### src/i2cms_pkg.sv
package i2cms_pkg;

    localparam int WRITE_DEPTH_DEF = 16;
    localparam int READ_LIMIT_DEF  = 32;

    typedef logic [1:0] t_req;
    typedef logic [2:0] t_action;
    typedef logic [2:0] t_result;

    localparam t_req REQ_LOAD  = 2'd0;
    localparam t_req REQ_START = 2'd1;
    localparam t_req REQ_EVENT = 2'd2;

    localparam t_action ACT_NONE     = 3'd0;
    localparam t_action ACT_ADDR     = 3'd1;
    localparam t_action ACT_DATA     = 3'd2;
    localparam t_action ACT_STOP     = 3'd3;
    localparam t_action ACT_RECV     = 3'd4;
    localparam t_action ACT_NACKSTOP = 3'd5;

    localparam t_result RES_NONE     = 3'd0;
    localparam t_result RES_OK       = 3'd1;
    localparam t_result RES_OVERFLOW = 3'd2;
    localparam t_result RES_ARBLOST  = 3'd3;
    localparam t_result RES_BUSERR   = 3'd4;
    localparam t_result RES_NACK     = 3'd5;
    localparam t_result RES_FAIL     = 3'd6;
    localparam t_result RES_REJECTED = 3'd7;

endpackage

### src/i2c_master_transaction_sequencer.sv
// I2C master write-then-read transaction sequencer.
// Input channel (i_valid / o_ready) takes one request per transfer: a load
// of a byte into the write store, a start of a transaction, or a bus
// interrupt event with its flags and received byte.
// Output channel (o_valid / i_ready) returns exactly one result per request:
// the next bus action and value, a received byte with its index, and a
// done flag with the result code once the transaction ends.
// The decision is made from the request and the current transaction state
// and lands in the result register at the edge that accepts the request.
// Throughput is one request per cycle while the receiver does not stall; the
// single result register is the only stage.
// While the receiver stalls, the result holds and a new request is taken
// only in the cycle in which the held result leaves.
// Reset clears the transaction state to idle and empties the result
// register. Write store entries are undefined until loaded.
module i2c_master_transaction_sequencer #(
    parameter int WRITE_DEPTH = i2cms_pkg::WRITE_DEPTH_DEF,
    parameter int READ_LIMIT  = i2cms_pkg::READ_LIMIT_DEF
) (
    input  logic                 i_clk,
    input  logic                 i_rst_n,
    input  logic                 i_valid,
    output logic                 o_ready,
    input  i2cms_pkg::t_req      i_req_type,
    input  logic [6:0]           i_slave_addr,
    input  logic [4:0]           i_write_count,
    input  logic [7:0]           i_read_count,
    input  logic [3:0]           i_buf_index,
    input  logic [7:0]           i_buf_byte,
    input  logic                 i_flag_arblost,
    input  logic                 i_flag_buserr,
    input  logic                 i_flag_wif,
    input  logic                 i_flag_rif,
    input  logic                 i_flag_rxack,
    input  logic [7:0]           i_bus_data,
    output logic                 o_valid,
    input  logic                 i_ready,
    output i2cms_pkg::t_action   o_bus_action,
    output logic [7:0]           o_bus_value,
    output logic                 o_rx_valid,
    output logic [7:0]           o_rx_byte,
    output logic [7:0]           o_rx_index,
    output logic                 o_done_res,
    output i2cms_pkg::t_result   o_result_code,
    output logic                 o_busy_res
);
    import i2cms_pkg::*;

    // Only the first sixteen positions can ever be loaded.
    localparam int STORE_DEPTH = (WRITE_DEPTH < 16) ? WRITE_DEPTH : 16;
    localparam int STORE_AW    = (STORE_DEPTH > 1) ? $clog2(STORE_DEPTH) : 1;

    logic [7:0] r_store [STORE_DEPTH];

    logic       r_busy, n_busy;
    logic [6:0] r_addr, n_addr;
    logic [4:0] r_write_total, n_write_total;
    logic [7:0] r_read_total, n_read_total;
    logic [4:0] r_write_done, n_write_done;
    logic [7:0] r_read_done, n_read_done;

    logic       r_valid;
    t_action    r_action, n_action;
    logic [7:0] r_value, n_value;
    logic       r_rx_valid, n_rx_valid;
    logic [7:0] r_rx_byte, n_rx_byte;
    logic [7:0] r_rx_index, n_rx_index;
    logic       r_done, n_done;
    t_result    r_code, n_code;

    logic       accept;
    logic       store_we;
    logic [4:0] wc_sat;
    logic [8:0] read_next;
    logic [7:0] store_rd;

    assign o_ready  = !r_valid || i_ready;
    assign accept   = i_valid && o_ready;
    assign store_we = accept && (i_req_type == REQ_LOAD)
                      && (32'(i_buf_index) < 32'(STORE_DEPTH));
    assign wc_sat   = (32'(i_write_count) > 32'(WRITE_DEPTH)) ? 5'(WRITE_DEPTH)
                                                              : i_write_count;
    assign read_next = {1'b0, r_read_done} + 9'd1;
    assign store_rd  = r_store[r_write_done[STORE_AW-1:0]];

    always_comb begin
        n_busy        = r_busy;
        n_addr        = r_addr;
        n_write_total = r_write_total;
        n_read_total  = r_read_total;
        n_write_done  = r_write_done;
        n_read_done   = r_read_done;
        n_action      = ACT_NONE;
        n_value       = 8'd0;
        n_rx_valid    = 1'b0;
        n_rx_byte     = 8'd0;
        n_rx_index    = 8'd0;
        n_done        = 1'b0;
        n_code        = RES_NONE;
        case (i_req_type)
            REQ_START: begin
                if (r_busy) begin
                    n_code = RES_REJECTED;
                end else begin
                    n_busy        = 1'b1;
                    n_addr        = i_slave_addr;
                    n_write_total = wc_sat;
                    n_read_total  = i_read_count;
                    n_write_done  = 5'd0;
                    n_read_done   = 8'd0;
                    if (wc_sat != 5'd0) begin
                        n_action = ACT_ADDR;
                        n_value  = {i_slave_addr, 1'b0};
                    end else if (i_read_count != 8'd0) begin
                        n_action = ACT_ADDR;
                        n_value  = {i_slave_addr, 1'b1};
                    end else begin
                        n_busy = 1'b0;
                        n_done = 1'b1;
                        n_code = RES_OK;
                    end
                end
            end
            REQ_EVENT: begin
                if (r_busy) begin
                    if (i_flag_arblost || i_flag_buserr) begin
                        n_busy = 1'b0;
                        n_done = 1'b1;
                        n_code = i_flag_buserr ? RES_BUSERR : RES_ARBLOST;
                    end else if (i_flag_wif) begin
                        if (i_flag_rxack) begin
                            n_action = ACT_STOP;
                            n_busy   = 1'b0;
                            n_done   = 1'b1;
                            n_code   = RES_NACK;
                        end else if (r_write_done < r_write_total) begin
                            n_action     = ACT_DATA;
                            n_value      = store_rd;
                            n_write_done = r_write_done + 5'd1;
                        end else if (r_read_done < r_read_total) begin
                            // Repeated start with the read direction bit.
                            n_action = ACT_ADDR;
                            n_value  = {r_addr, 1'b1};
                        end else begin
                            n_action = ACT_STOP;
                            n_busy   = 1'b0;
                            n_done   = 1'b1;
                            n_code   = RES_OK;
                        end
                    end else if (i_flag_rif) begin
                        if (32'(r_read_done) < 32'(READ_LIMIT)) begin
                            n_rx_valid  = 1'b1;
                            n_rx_byte   = i_bus_data;
                            n_rx_index  = r_read_done;
                            n_read_done = read_next[7:0];
                            if (read_next < {1'b0, r_read_total}) begin
                                n_action = ACT_RECV;
                            end else begin
                                n_action = ACT_NACKSTOP;
                                n_busy   = 1'b0;
                                n_done   = 1'b1;
                                n_code   = RES_OK;
                            end
                        end else begin
                            n_action = ACT_STOP;
                            n_busy   = 1'b0;
                            n_done   = 1'b1;
                            n_code   = RES_OVERFLOW;
                        end
                    end else begin
                        n_busy = 1'b0;
                        n_done = 1'b1;
                        n_code = RES_FAIL;
                    end
                end
            end
            default: begin
                // Loads and unknown requests leave the transaction alone.
            end
        endcase
    end

    always_ff @(posedge i_clk) begin
        if (store_we) begin
            r_store[i_buf_index[STORE_AW-1:0]] <= i_buf_byte;
        end
    end

    always_ff @(posedge i_clk) begin
        if (!i_rst_n) begin
            r_valid       <= 1'b0;
            r_busy        <= 1'b0;
            r_addr        <= 7'd0;
            r_write_total <= 5'd0;
            r_read_total  <= 8'd0;
            r_write_done  <= 5'd0;
            r_read_done   <= 8'd0;
        end else begin
            if (accept) begin
                r_valid       <= 1'b1;
                r_busy        <= n_busy;
                r_addr        <= n_addr;
                r_write_total <= n_write_total;
                r_read_total  <= n_read_total;
                r_write_done  <= n_write_done;
                r_read_done   <= n_read_done;
            end else if (i_ready) begin
                r_valid <= 1'b0;
            end
        end
    end

    always_ff @(posedge i_clk) begin
        if (accept) begin
            r_action   <= n_action;
            r_value    <= n_value;
            r_rx_valid <= n_rx_valid;
            r_rx_byte  <= n_rx_byte;
            r_rx_index <= n_rx_index;
            r_done     <= n_done;
            r_code     <= n_code;
        end
    end

    assign o_valid       = r_valid;
    assign o_bus_action  = r_action;
    assign o_bus_value   = r_value;
    assign o_rx_valid    = r_rx_valid;
    assign o_rx_byte     = r_rx_byte;
    assign o_rx_index    = r_rx_index;
    assign o_done_res    = r_done;
    assign o_result_code = r_code;
    assign o_busy_res    = r_busy;

endmodule

### config.mk
export PLATFORM = sky130hd
export DESIGN_NAME = i2c_master_transaction_sequencer
export DESIGN_NICKNAME = d
export VERILOG_FILES = /design/src/i2cms_pkg.sv /design/src/i2c_master_transaction_sequencer.sv
export SDC_FILE = /design/constraint.sdc
export NUM_CORES = 1
export LEC_CHECK = 0
export CAP_MARGIN = 20
export CORE_AREA = 2 2 135 137
export DETAILED_ROUTE_END_ITERATION = 6
export DIE_AREA = 0 0 137 139
export DONT_BUFFER_PORTS = 1
export PLACE_DENSITY_LB_ADDON = 0.05
export SYNTH_ARGS = -nofsm -noshare
export SYNTH_HDL_FRONTEND = slang
export SYNTH_SLANG_ARGS = --single-unit
### constraint.sdc
create_clock -name i_clk -period 3.6 [get_ports i_clk]
set_clock_uncertainty 0.15 [all_clocks]
set_input_delay 0.72 -clock i_clk [delete_from_list [all_inputs] [get_ports i_clk]]
set_output_delay 0.72 -clock i_clk [all_outputs]
set_load 0.05 [all_outputs]
* Word-level counts from Yosys, hierarchy flattened
Memory sizes are Yosys's and may differ from the RTL's. A register that Yosys moved wholly into a read port is not among the register bits.
Index checks and enable logic that the tools add are counted.
** Cells by class
- Add/sub/neg operators :: 2
- Order comparisons :: 5
- Equal/unequal tests :: 11
- Mux-type cells :: 85
- Bitwise gates (word level) :: 4
- Reductions and logical operators :: 16
** Operator list (number)
- two-way mux 8 bit :: 15
- two-way mux 3 bit :: 13
- two-way mux 1 bit :: 38
- two-way mux 5 bit :: 7
- one-hot mux 8 bit (2 select lines) :: 2
- != test 2 bit, second input constant :: 9
- AND reduction 8 bit :: 2
- one-hot mux 3 bit (2 select lines) :: 2
- one-hot mux 5 bit (2 select lines) :: 1
- adder 8 x 1 -> 9 bit, second input constant :: 1
- less-than comparator 9 x 8 -> 1 bit :: 1
- less-than comparator 8 x 6 -> 1 bit, second input constant :: 1
- less-than comparator 8 bit :: 1
- two-way mux 4 bit :: 2
- nonzero test 8 bit :: 1
- two-way mux 2 bit :: 3
- OR reduction 6 bit :: 1
- adder 5 x 1 -> 5 bit, second input constant :: 1
- greater-than comparator 5 bit, second input constant :: 1
- less-than comparator 5 bit :: 1
- nonzero test 5 bit :: 1
- OR reduction 5 bit :: 1
- NOT 1 bit :: 4
- one-hot mux 1 bit (2 select lines) :: 2
- other kinds (9) :: 12
** Storage, ports and cells
- Register bits :: 67
- Memory bits (writable) :: 128
- Output and inout port bits :: 35
- Memories kept :: 1
** Memory list
- r_store :: words 16, width 8, rd ports 1, clocked after memory_dff 1, write ports 1, RTL line i2c_master_transaction_sequencer.sv:53 : logic [7:0] r_store [STORE_DEPTH];

* Longest topological paths before layout
- Word-level depth :: 9
- Mapped depth :: 10

* Least setup slack after synthesis
Ideal clock, no wire load.
- Path kind :: input -> register
- From :: input i_ready
- To :: memory r_store[0][0], enable pin
- Arrival time :: 3.548 ns
- Slack :: -0.481 ns
- Cell stages on the path :: 6
- Cell sequence :: nand2b_1 > and2_1 > clkbuf_1 > nand2_1 > or3_1 > nor3_1
** Between the ends
- Longest elaborated chain between the ends :: 5
** RTL lines
- start, declared :: RTL line i2c_master_transaction_sequencer.sv:37 : input logic i_ready,
- logical OR 1 bit :: RTL line i2c_master_transaction_sequencer.sv:77 : assign o_ready = !r_valid || i_ready;
- logical AND 1 bit :: RTL line i2c_master_transaction_sequencer.sv:78 : assign accept = i_valid && o_ready;
- via accept :: RTL line i2c_master_transaction_sequencer.sv:71 : logic accept;
- logical AND 1 bit :: RTL line i2c_master_transaction_sequencer.sv:79 : assign store_we = accept && (i_req_type == REQ_LOAD)
- two-way mux 1 bit :: RTL line i2c_master_transaction_sequencer.sv:184 : if (store_we) begin
- two-way mux 1 bit (implied by the code) :: RTL line i2c_master_transaction_sequencer.sv:185 : r_store[i_buf_index[STORE_AW-1:0]] <= i_buf_byte;
- end, declared :: RTL line i2c_master_transaction_sequencer.sv:53
The timed path passes the listed nets, and every way through them passes these cells.

* Final worst setup path
- From :: register r_read_done[0]
- To :: register r_done, in the netlist o_done_res (data pin)
** Between the ends
- Longest elaborated chain between the ends :: 9
** RTL lines
- start, declared :: RTL line i2c_master_transaction_sequencer.sv:60 : logic [7:0] r_read_done, n_read_done;
- start signal, assigned :: RTL line i2c_master_transaction_sequencer.sv:206 : r_read_done <= n_read_done;
- adder 8 x 1 -> 9 bit :: RTL line i2c_master_transaction_sequencer.sv:83 : assign read_next = {1'b0, r_read_done} + 9'd1;
- less-than comparator 9 x 8 -> 1 bit :: RTL line i2c_master_transaction_sequencer.sv:156 : if (read_next < {1'b0, r_read_total}) begin
- two-way mux 1 bit :: RTL line i2c_master_transaction_sequencer.sv:156
- two-way mux 1 bit :: RTL line i2c_master_transaction_sequencer.sv:151 : if (32'(r_read_done) < 32'(READ_LIMIT)) begin
- two-way mux 1 bit :: RTL line i2c_master_transaction_sequencer.sv:150 : end else if (i_flag_rif) begin
- two-way mux 1 bit * :: RTL line i2c_master_transaction_sequencer.sv:130 : end else if (i_flag_wif) begin
- two-way mux 1 bit * :: RTL line i2c_master_transaction_sequencer.sv:126 : if (i_flag_arblost || i_flag_buserr) begin
- two-way mux 1 bit * :: RTL line i2c_master_transaction_sequencer.sv:125 : if (r_busy) begin
- one-hot mux 1 bit (2 select lines) * :: RTL line i2c_master_transaction_sequencer.sv:100 : case (i_req_type)
- via n_done :: RTL line i2c_master_transaction_sequencer.sv:68 : logic r_done, n_done;
- end signal, assigned :: RTL line i2c_master_transaction_sequencer.sv:220 : r_done <= n_done;
- end, declared :: RTL line i2c_master_transaction_sequencer.sv:68
Mark *: on every way through the listed nets, which the timed path passes. The rest lies on a longest branch.
A chain may end at the register's enable or synchronous reset.

==> run_results.csv <==
group,metric,value,unit
setup_path,crit_required,3.63,ns
route,antenna_violating_nets_post_route,0,
synth,synthDominantAreaCellType,"sky130_fd_sc_hd__edfxtp_1",
global_routing,track_usage,19.9,%
setup_path,worst-endpoint-arrival,2.87,ns
clock_tree,cts_made_buffers,17,
synth,syn-cell-area,0.00865,sq mm
clock_tree,tritoncts_clock_tree,"yes",
synth,synthMostInstantiatedCell,"sky130_fd_sc_hd__edfxtp_1",
place,gp_routability_congestion,0.861,
setup_path,crit_fanout,7,
timing,period_utilization,78.8,%
clock_tree,cts-resized-gates,0,
global_routing,initial_antenna_violation_count,0,
synth,synth_top_family_by_area,"multiplexers",
synth,yosys.area_share.adder,3.33,%
route,avgViaCountPerCell,5.74,
synth,post-synth-top-area-fraction,55.5,%
synth,yosys.cell_types.count,58,
clock_tree,clock_latency_at_the_later_pin_of_the_worst_skew_pair,0.44,ns
timing,fin_crit,2.84,ns
setup_path,ff2ff_setup_slack,0.76,ns
clock_tree,sink_count_of_the_clock_tree,199,
cells_and_area,area.growth.synth_to_final,10.3,%
route,wl_met1,7300,um
cells_and_area,final_layout_size_suffix_gt1_share,14.2,%
synth,ys_top_cells_by_area,"sky130_fd_sc_hd__edfxtp_1 56%, sky130_fd_sc_hd__dfxtp_1 9.0%, sky130_fd_sc_hd__mux4_1 6.7%",
place,worst_setup_timing_slack_at_the_placement_stage,0.789,ns
synth,post_synth.cell_area_avg,15.9,sq um
timing,maxSlewHeadroom,44.7,%
synth,yosys_register_bits,199,
route,drtIter0Drc,472,
floorplan,boundaryPins,86,
timing,setup_viol_count_final,0,
global_routing,grt_overflow_total,0,
clock_tree,clk_root_buffer_cell,"sky130_fd_sc_hd__clkbuf_16",
setup_path,startpoint_type,"flop",
synth,ys.warnings.count,0,
status,run_status,"finished, final reports clean",
route,met2RoutedLength,9520,um
synth,synth_compound_gate_area_share,4.77,%
clock_tree,cts_setup_buffers,0,
cells_and_area,utilization,54.1,%
synth,syn-instance-count,544,
synth,proportion_of_register_bits_with_asynchronous_set_or_reset_after_synthesis,0,%
synth,synth.top_cells.by_count,"160 x sky130_fd_sc_hd__edfxtp_1, 39 x sky130_fd_sc_hd__dfxtp_1, 34 x sky130_fd_sc_hd__nor2b_1, 30 x sky130_fd_sc_hd__nor2_1, 23 x sky130_fd_sc_hd__ha_1",
route,number_of_detailed_route_iterations_in_the_first_pass,4,
power_and_ir_drop,total_leakage_power,3.32,nW
setup_path,crit_path_end_kind,"flop",
global_routing,first_global_vias,4804,
synth,ys_dominant_reg_cell,"sky130_fd_sc_hd__edfxtp_1",
timing,timing.setup.tns,0,ns
synth,synth_simple_gate_area_share,10.5,%
timing,grt_setup_unrepaired,"no",
route,met3_length,974,um
clock_tree,cts.hold.buffers_added,0,
setup_path,worst_r2r_path_cells,10,
route,drt-wirelength-per-cell,22.3,um
route,vias,4666,
setup_path,worst-setup-path-type,"reg2reg",
hold_path,number_of_cells_on_the_worst_hold_path,0,
route,remaining_drc_errors,0,
timing,final_hold_viol_count,0,
clock_tree,clk_path_buf_depth,2,
cells_and_area,diodes,0,
clock_tree,count_of_h_tree_levels_built_during_cts,4,
floorplan,rows,49,
floorplan,floorplan.die.width,137,um
flow_run,drv.max_cap_violation_count,0,
synth,synth.yosys.seq_area_share,64.6,%
global_routing,maximum_number_of_pins_on_one_net_before_global_route_repair,35,
timing,layout_setup_ws,0.765,ns
floorplan,fp.dieArea,0.0190,sq mm
place,place.port_buffers,0,
synth,synthXorXnorAreaFrac,0.911,%
hold_path,hold_path.class,"in2reg",
floorplan,core_area,0.0177,sq mm
route,finalWirelength,18100,um
power_and_ir_drop,power.density_cell_area,480,mW/mm^2
cells_and_area,finish.net_count,645,
timing,timing.fmax,353,MHz
global_routing,wire_length_of_the_first_global_routing_pass,27400,um
timing,final_max_tran_viols,0,
timing,tightestPinTransition,0.829,ns
synth,muxShareOfSynthArea,13.2,%
floorplan,die_y,139,um
synth,edff_count_synth,160,
route,highest-signal-layer,"met4",
place,post_detail_place_hpwl,12200,um
power_and_ir_drop,vdd_drop_max,0.350,mV
floorplan,floorplan.initialDensity,49.0,%
clock_tree,path_clk_slew,0.07,ns
-- metrics by stage --
step	hold WS [ns]	power (mW)	cell area (sq um)	instances
floorplan	0.321	2.75	8660	546
global placement	0.343	2.78	8980	781
detailed placement	0.348	2.78	8980	781
CTS	0.203	4.62	9550	813
global route	0.195	4.74	9550	813
finish	0.217	4.58	9550	813
-- kinds of logic after synthesis --
kind of cell	after synthesis
adders and majority gates	23
buffers and inverters	37
xor gates and xnor gates	9
DFF	199
other	1
and+or+nand+nor	160
AOI/OAI and AO/OA	59
muxes	56
-- per-layer routing --
layer / track usage, % / vias up
li1: - / 2169
met1: 24.3 / 2339
met2: 34.7 / 138
met3: 4.82 / 20
met4: 5.97 / 0
met5: 0 / -
-- flip-flops by register name (all words and copies together) (netlist names), 7 cells and up, named ones only --
register / flops
r_addr: 7
r_read_total: 8
r_store: 128
r_read_done: 8
o_bus_value: 8
o_rx_byte: 8
o_rx_index: 8
-- critical path: stages (launching register included) --
cell and delay (ns):
sky130_fd_sc_hd__dfxtp_1 0.44, sky130_fd_sc_hd__ha_1 0.27, sky130_fd_sc_hd__nand3_1 0.17, sky130_fd_sc_hd__xnor2_1 0.17, sky130_fd_sc_hd__ha_1 0.31, sky130_fd_sc_hd__and3_1 0.15, sky130_fd_sc_hd__o21ai_0 0.15, sky130_fd_sc_hd__a31oi_1 0.11
sky130_fd_sc_hd__or3_1 0.34, sky130_fd_sc_hd__o2bb2ai_1 0.22, sky130_fd_sc_hd__o21ai_1 0.10
-- layout make-up --
cell class                      count  area, sq um
Multi-Input combinational cell    310         2840
Timing Repair Buffer               24          193
Inverter                           19         71.3
Clock buffer                       19          433
Tap cell                          229          287
Clock inverter                     13          135
Fill cell                        1416         8110
Sequential cell                   199         5590
-- power by group --
group	total (mW)	switching [mW]	leakage (nW)	internal [mW]
Sequential	2.60	0.0860	1.79	2.51
Combinational	0.128	0.0792	1.25	0.0492
Clock	1.86	0.877	0.276	0.979
Total	4.58	1.04	3.32	3.54
-- placed cells by master (no fill, tap or decap), types with 7 or more instances in the layout --
cell type	synthesis	layout
sky130_fd_sc_hd__mux2i_1	16	16
sky130_fd_sc_hd__nor2_1	30	30
sky130_fd_sc_hd__nand2_1	21	21
sky130_fd_sc_hd__nor3_1	9	9
sky130_fd_sc_hd__inv_1	19	19
sky130_fd_sc_hd__ha_1	23	23
sky130_fd_sc_hd__edfxtp_1	160	160
sky130_fd_sc_hd__mux4_1	22	22
sky130_fd_sc_hd__nand3_1	9	9
sky130_fd_sc_hd__mux4_2	18	18
sky130_fd_sc_hd__clkbuf_16	0	17
sky130_fd_sc_hd__o21ai_1	7	7
sky130_fd_sc_hd__nor2b_1	34	34
sky130_fd_sc_hd__buf_4	1	23
sky130_fd_sc_hd__a221o_1	8	8
sky130_fd_sc_hd__and2_1	17	16
sky130_fd_sc_hd__dfxtp_1	39	38
sky130_fd_sc_hd__a21oi_1	15	15
-- path summary, 6_finish.rpt --
| check | start | end |
|---|---|---|
| max | r_read_done[0] | o_done_res |
| min | i_buf_byte[4] | r_store[15][4] |
| max reg2reg | r_read_done[0] | o_done_res |
| min reg2reg | r_write_total[1] | r_write_total[1] |
Note: power is estimated with default switching activity, not from simulation.
